==> config.mk <==
export PLATFORM = sky130hd
export DESIGN_NAME = pcm_int16_float32_converter_unit
export DESIGN_NICKNAME = d
export VERILOG_FILES = /design/src/sv/pcmcv_pkg.sv /design/src/sv/pcm_int16_float32_converter_unit.sv
export SDC_FILE = /design/constraint.sdc
export NUM_CORES = 1
export LEC_CHECK = 0
export BUFFER_PORTS_ARGS = -buffer_cell sky130_fd_sc_hd__clkbuf_2
export CORE_UTILIZATION = 64
export DETAILED_ROUTE_END_ITERATION = 7
export PLACE_DENSITY = 0.82
export SYNTH_ARGS = -nofsm -noshare
export SYNTH_HDL_FRONTEND = slang
export SYNTH_SLANG_ARGS = --single-unit
export TNS_END_PERCENT = 100
==> constraint.sdc <==
create_clock -name i_clk -period 9.3 [get_ports i_clk]
set_input_delay 1.395 -clock i_clk [delete_from_list [all_inputs] [get_ports i_clk]]
set_output_delay 1.395 -clock i_clk [all_outputs]
set_load 0.05 [all_outputs]
==> src/sv/pcmcv_pkg.sv <==
// Shared constants for the PCM int16 / float32 sample converter.
// No dependencies.
package pcmcv_pkg;

    // Conversion direction codes
    localparam logic DIR_I2F = 1'b0;
    localparam logic DIR_F2I = 1'b1;

    // Scale factor for float to int16 and IEEE-754 single layout
    localparam logic [14:0] SCALE_F2I = 15'd32767;
    localparam logic [7:0]  EXP_MAX   = 8'hFF;
    localparam logic [7:0]  EXP_I2F   = 8'd112;   // bias 127 minus 15
    localparam logic [9:0]  SHIFT_OFS = 10'd149;  // 150 minus one rounding bit

    // Right-shift window for the integer rounding step
    localparam logic [9:0]  K_SAT     = 10'd6;
    localparam logic [9:0]  K_ZERO    = 10'd26;

    localparam logic [15:0] POS_LIMIT = 16'd32767;
    localparam logic [16:0] NEG_LIMIT = 17'd32768;

endpackage

==> src/sv/pcm_int16_float32_converter_unit.sv <==
// Top level of the PCM int16 / float32 sample converter: a four-stage pipeline.
// Depends on pcmcv_pkg.
//
// Converts one sample per cycle while not stalled, an accepted word passing
// via r1-r3 to the output register. With direction 0 the low 16 bits are read
// as int16 and turned into the float32 value s/32768. With direction 1 the word is
// read as float32, scaled by 32767, rounded to single precision, saturated to
// int16 range and rounded half away from zero; NaN gives 0. The stages are decode
// and the 24x15 multiply, rounding to single precision, the alignment shift, and
// the final round, clamp and negate. The whole pipeline advances together and
// holds while the output word waits to be taken. The last mark travels with its
// sample. Write i_cfg_we only while the pipeline is empty.
module pcm_int16_float32_converter_unit
    import pcmcv_pkg::*;
(
    input  logic        i_clk,
    input  logic        i_rst_n,
    input  logic        i_cfg_we,
    input  logic        i_cfg_wdata,
    input  logic        i_in_valid,
    output logic        o_in_ready,
    input  logic [31:0] i_sample_in,
    input  logic        i_last_in,
    output logic        o_out_valid,
    input  logic        i_out_ready,
    output logic [31:0] o_sample_out,
    output logic        o_last_out
);

    logic r_dir;
    logic en;

    // pipeline advances unless the output word is stalled
    assign en         = !o_out_valid || i_out_ready;
    assign o_in_ready = en;

    // ---------------- stage 1: decode, multiply, int16 to float ----------------
    logic        n1_sign;
    logic [7:0]  n1_exp;
    logic [23:0] n1_man;
    logic        n1_nan, n1_sat, n1_zero;
    logic [38:0] n1_prod;
    logic [31:0] n1_ibits;
    logic [15:0] n1_imag;
    logic [3:0]  n1_msb;
    logic [15:0] n1_norm;

    always_comb begin
        n1_sign = i_sample_in[31];
        n1_exp  = i_sample_in[30:23];
        n1_man  = {1'b1, i_sample_in[22:0]};
        n1_nan  = (n1_exp == EXP_MAX) && (i_sample_in[22:0] != 23'd0);
        n1_sat  = (n1_exp == EXP_MAX);
        n1_zero = (n1_exp == 8'd0);   // zero and subnormals round to 0
        n1_prod = 39'(n1_man) * 39'(SCALE_F2I);

        // int16 magnitude and leading one
        n1_imag = i_sample_in[15] ? 16'(-i_sample_in[15:0]) : i_sample_in[15:0];
        n1_msb  = 4'd0;
        for (int b = 0; b < 16; b++) begin
            if (n1_imag[b]) n1_msb = 4'(b);
        end
        n1_norm = n1_imag << (4'd15 - n1_msb);
        if (n1_imag == 16'd0) begin
            n1_ibits = 32'd0;
        end else begin
            n1_ibits = {i_sample_in[15], EXP_I2F + {4'd0, n1_msb}, n1_norm[14:0], 8'd0};
        end
    end

    logic        r1_v, r1_dir, r1_last, r1_sign, r1_nan, r1_sat, r1_zero;
    logic [7:0]  r1_exp;
    logic [38:0] r1_prod;
    logic [31:0] r1_ibits;

    // ---------------- stage 2: round product to single precision ----------------
    logic        n2_hi, n2_guard, n2_sticky, n2_rnd;
    logic [23:0] n2_keep;
    logic [24:0] n2_mr;
    logic [9:0]  n2_k;

    always_comb begin
        n2_hi = r1_prod[38];
        if (n2_hi) begin
            n2_keep   = r1_prod[38:15];
            n2_guard  = r1_prod[14];
            n2_sticky = |r1_prod[13:0];
        end else begin
            n2_keep   = r1_prod[37:14];
            n2_guard  = r1_prod[13];
            n2_sticky = |r1_prod[12:0];
        end
        n2_rnd = n2_guard && (n2_sticky || n2_keep[0]);
        n2_mr  = {1'b0, n2_keep} + {24'd0, n2_rnd};
        // right shift that leaves one fraction bit for the final round
        n2_k   = SHIFT_OFS - {2'd0, r1_exp} - (n2_hi ? 10'd15 : 10'd14);
    end

    logic        r2_v, r2_dir, r2_last, r2_sign, r2_nan, r2_sat, r2_zero;
    logic [24:0] r2_mr;
    logic [9:0]  r2_k;
    logic [31:0] r2_ibits;

    // ---------------- stage 3: align to one fraction bit ----------------
    logic        n3_sat, n3_zero;
    logic [18:0] n3_t;
    logic [24:0] n3_sh;

    always_comb begin
        // k as signed: large values mean tiny magnitudes
        n3_sat  = !r2_nan && (r2_sat || ($signed(r2_k) <= $signed(K_SAT)));
        n3_zero = r2_nan || r2_zero || (!n3_sat && ($signed(r2_k) >= $signed(K_ZERO)));
        n3_sh   = r2_mr >> r2_k[4:0];
        n3_t    = n3_sh[18:0];
    end

    logic        r3_v, r3_dir, r3_last, r3_sign, r3_sat, r3_zero;
    logic [18:0] r3_t;
    logic [31:0] r3_ibits;

    // ---------------- stage 4: round half away, clamp, negate ----------------
    logic [19:0] n4_sum;
    logic [18:0] n4_r;
    logic [15:0] n4_q;
    logic [31:0] n4_out;

    always_comb begin
        n4_sum = {1'b0, r3_t} + 20'd1;
        n4_r   = n4_sum[19:1];
        if (r3_zero) begin
            n4_q = 16'd0;
        end else if (!r3_sign) begin
            n4_q = (r3_sat || (n4_r > {3'd0, POS_LIMIT})) ? POS_LIMIT : n4_r[15:0];
        end else if (r3_sat || (n4_r > {2'd0, NEG_LIMIT})) begin
            n4_q = 16'h8000;
        end else begin
            n4_q = 16'(-n4_r[15:0]);
        end
        n4_out = (r3_dir == DIR_I2F) ? r3_ibits : {16'd0, n4_q};
    end

    // ---------------- registers ----------------
    always_ff @(posedge i_clk) begin
        if (!i_rst_n) begin
            r_dir       <= DIR_I2F;
            r1_v        <= 1'b0;
            r2_v        <= 1'b0;
            r3_v        <= 1'b0;
            o_out_valid <= 1'b0;
        end else begin
            if (i_cfg_we) r_dir <= i_cfg_wdata;
            if (en) begin
                r1_v        <= i_in_valid;
                r2_v        <= r1_v;
                r3_v        <= r2_v;
                o_out_valid <= r3_v;
            end
        end
    end

    // payload, no reset
    always_ff @(posedge i_clk) begin
        if (en) begin
            r1_dir   <= r_dir;
            r1_last  <= i_last_in;
            r1_sign  <= n1_sign;
            r1_nan   <= n1_nan;
            r1_sat   <= n1_sat;
            r1_zero  <= n1_zero;
            r1_exp   <= n1_exp;
            r1_prod  <= n1_prod;
            r1_ibits <= n1_ibits;

            r2_dir   <= r1_dir;
            r2_last  <= r1_last;
            r2_sign  <= r1_sign;
            r2_nan   <= r1_nan;
            r2_sat   <= r1_sat;
            r2_zero  <= r1_zero;
            r2_mr    <= n2_mr;
            r2_k     <= n2_k;
            r2_ibits <= r1_ibits;

            r3_dir   <= r2_dir;
            r3_last  <= r2_last;
            r3_sign  <= r2_sign;
            r3_sat   <= n3_sat;
            r3_zero  <= n3_zero;
            r3_t     <= n3_t;
            r3_ibits <= r2_ibits;

            o_sample_out <= n4_out;
            o_last_out   <= r3_last;
        end
    end

endmodule

==> out/results.tsv <==
stage	metric	value	unit
placement	dpl hpwl	30.1	mm
clocking	CTS Buffer Depth	3	
setup_path	CP Max Fanout	24	
hold_path	Min-Delay Endpoint	r3_ibits[21]	
setup_path	r2r startpoint	r1_prod[38]	
grt	initial antenna violation count	0	
routing	Routed wire per std cell	17.7	µm
setup_path	Worst EP arrival	7.65	ns
clocking	CTS buffer count	21	
setup_path	critical path's largest stage delay	0.62	ns
timing	fmax	0.135	GHz
die	I/O pin cnt	74	
grt	total grt overflow	0	
timing	Final Skew	0.0279	ns
setup_path	cells on worst reg2reg path	13	
die	Initial Util	65.9	%
setup_path	R2R Setup Slk	5.53	ns
clocking	# resized after CTS	0	
clocking	clk_lat worst skew	0.51	ns
final_layout	fillcell total	2101	
setup_path	Worst EP required	9.54	ns
setup_path	reg-to-reg critical path endpoint	r2_mr[22]	
clocking	post-CTS setup buffers	0	
placement	GP Congestion	0.942	
logic_synthesis	average size of a mapped cell	10.8	µm²
logic_synthesis	synth top area cells	edfxtp_1 34%, fa_1 18%, ha_1 8.0%, inv_1 6.0%, xnor2_1 3.5%	
placement	# port buffers	72	
clocking	CTS HTree Levels	1	
routing	via count	12500	
final_layout	most common cell after layout, fill and taps aside	inv_1	
logic_synthesis	post-synth top area share	34.2	%
job	MaxCap Viol Count	0	
final_layout	Inserted Diodes	0	
logic_synthesis	Synth cell types	92	
setup_path	CP most frequent cell	fa_1	
logic_synthesis	YS warnings	0	
setup_path	slowest CP cell	fa_1	
timing	Final period util	79.6	%
die	Core Area	0.0281	mm²
timing	RSZ-0062 raised after global routing	no	
setup_path	critical-path cell list	clkbuf_2 > inv_1 > fa_1 > fa_1 > inv_1 > fa_1 > fa_1 > fa_1 > inv_1 > fa_1 > inv_1 > ha_1 > a21o_1 > a21o_1 > a21oi_1 > nor2_1 > or4b_1 > o21ai_0 > o21bai_1 > a21oi_1 > xnor2_1	
timing	fin crit period	7.41	ns
grt	vias in the first global route	12300	
setup_path	Setup crit end kind	flop	
timing	slew of the pin with the lowest slew margin	1.13	ns
placement	placed insts	2122	
logic_synthesis	Primary FF master, synth	edfxtp_1	
setup_path	worst path buffer plus inverter count	5	
logic_synthesis	sequential cell area fraction in the yosys report	34.8	%
timing	Final Max Slew Viols	0	
clocking	clk sinks	216	
timing	Final WS setup	1.89	ns
routing	drc violations	0	
clocking	clock-pin transition on the worst setup and hold timing paths	0.06	ns
hold_path	HP Class	reg2reg	
timing	Hold Slack	0.417	ns
logic_synthesis	Async S/R FF share, synth	0	%
setup_path	crit start category	primary input	
grt	GRT Resource Usage Total	26.5	%
hold_path	hold path startpoint	r2_ibits[21]	
final_layout	multi-input logic area	0.0108	mm²
clocking	CTS tree	built	
logic_synthesis	leading area contributor after synthesis	edfxtp_1	
timing	TNS Setup	0	ns
logic_synthesis	synthesized netlist cell count	1714	
routing	Vias/cell	5.80	
clocking	cts hold-fix bufs	0	
final_layout	area grow syn2layout	7.58	%
timing	Final setup viols	0	
final_layout	final cell count without fillers	2158	
routing	final WL	38.1	mm
die	Horiz. Die Dim	172	µm
timing	max_slew headroom	24.9	%
grt	largest net degree at the start of global routing	89	
final_layout	FF/Latch Area	0.00644	mm²
setup_path	CP top delay family	adder cells	
routing	post-route ant nets	0	
routing	DRT iter0 DRCs	1080	
logic_synthesis	Cell Area, Synth	0.0185	mm²
status	run status	completed	
clocking	Clock Root Buffer	clkbuf_16	
hold_path	Cells on Worst Hold Path	0	
placement	pre-CTS WS	1.44	ns
grt	global-route wire length before repair	61.2	mm
final_layout	final net count	2094	
logic_synthesis	FF+latch count, synth	216	
setup_path	kind of critical path	in2reg	
logic_synthesis	number of flops mapped to enable cells by yosys	211	
die	DIE HEIGHT	172	µm
final_layout	most frequent cells in the layout	294 x inv_1, 211 x edfxtp_1, 170 x fa_1	
routing	drt first pass iters	6	
final_layout	share of cells above drive strength 1	9.33	%
timing	Fin. Hold Viols	0	
die	die area	0.0296	mm²
die	row count	61	
## final cells by class
cell class	count	area share, %
Sequential cell	216	32.3
Inverter	296	5.58
Clock inverter	14	1.02
Timing Repair Buffer	78	2.04
Multi-Input combinational cell	1154	54.0
Tap cell	378	2.38
Clock buffer	22	2.66
## cells by family (layout without fill, tap and decap cells)
family | after synthesis | after routing | share of synthesized area [%]
AND/OR/NAND/NOR | 382 | 382 | 10.8
buffers and inverters | 345 | 410 | 7.19
AO/OA/AOI/OAI | 305 | 305 | 11.1
adder cells (fa/ha/maj) | 289 | 289 | 26.4
flip-flops | 216 | 216 | 34.8
XOR/XNOR | 109 | 109 | 5.20
multiplexers | 67 | 67 | 4.48
other | 1 | 2 | 0.0203
## sequential cells by signal, summed over array words and instances (netlist names), 8 cells and up
name / cells
r1_prod: 39
o_sample_out: 29
r2_mr: 25
r1_ibits: 21
r2_ibits: 21
r3_ibits: 21
r3_t: 19
r2_k: 10
r1_exp: 8
## worst reg2reg max path: stages (launching register included)
cell	delay [ns]
edfxtp_1	0.33
buf_4	0.45
nand2_1	0.15
a21boi_0	0.21
ha_1	0.21
nand2_1	0.08
nor4_1	0.54
o211a_1	0.28
and4_1	0.27
nand4_1	0.17
nor3_1	0.40
nand3_1	0.18
xor2_1	0.15
mux2i_1	0.09
## metrics by stage
stage / instance area [µm²] / utilization, %
after CTS: 19900 / 70.9
after detailed placement: 19200 / 68.3
after global placement: 19200 / 68.3
after global routing: 19900 / 70.9
after floorplan: 18500 / -
final: 19900 / 70.9
## how the worst max path moves through the flow
stage	start	end	cells after the start
after floorplan	i_out_ready	o_in_ready	2
after CTS	i_sample_in[15]	r1_prod[38]	21
after global placement	i_sample_in[15]	r1_prod[32]	21
after global routing	i_sample_in[15]	r1_prod[38]	21
final	i_sample_in[15]	r1_prod[32]	21
after detailed placement	i_sample_in[15]	r1_prod[32]	21
## Yosys cell counts, types with 22 or more instances
cell type	count
inv_1	294
edfxtp_1	211
fa_1	170
ha_1	118
nor2_1	95
a21oi_1	94
nand2_1	88
xnor2_1	75
o21ai_0	54
mux2i_1	42
nor2b_1	35
clkbuf_1	34
xor2_1	33
nand3_1	31
a211oi_1	29
nand4_1	22
nor3_1	22
## routing by layer
metal  part of all wire, %  global-route usage, %  vias to the layer above
met3                   4.8                   3.11                       65
met1                    43                   34.2                     6047
met2                    50                   47.2                      407
li1                      -                      -                     5993
met5                     0                      0                        -
met4                   2.2                   6.85                        0
Power is not shown: default switching activity piles up to over one toggle a cycle in this logic, so the estimate is an artifact.
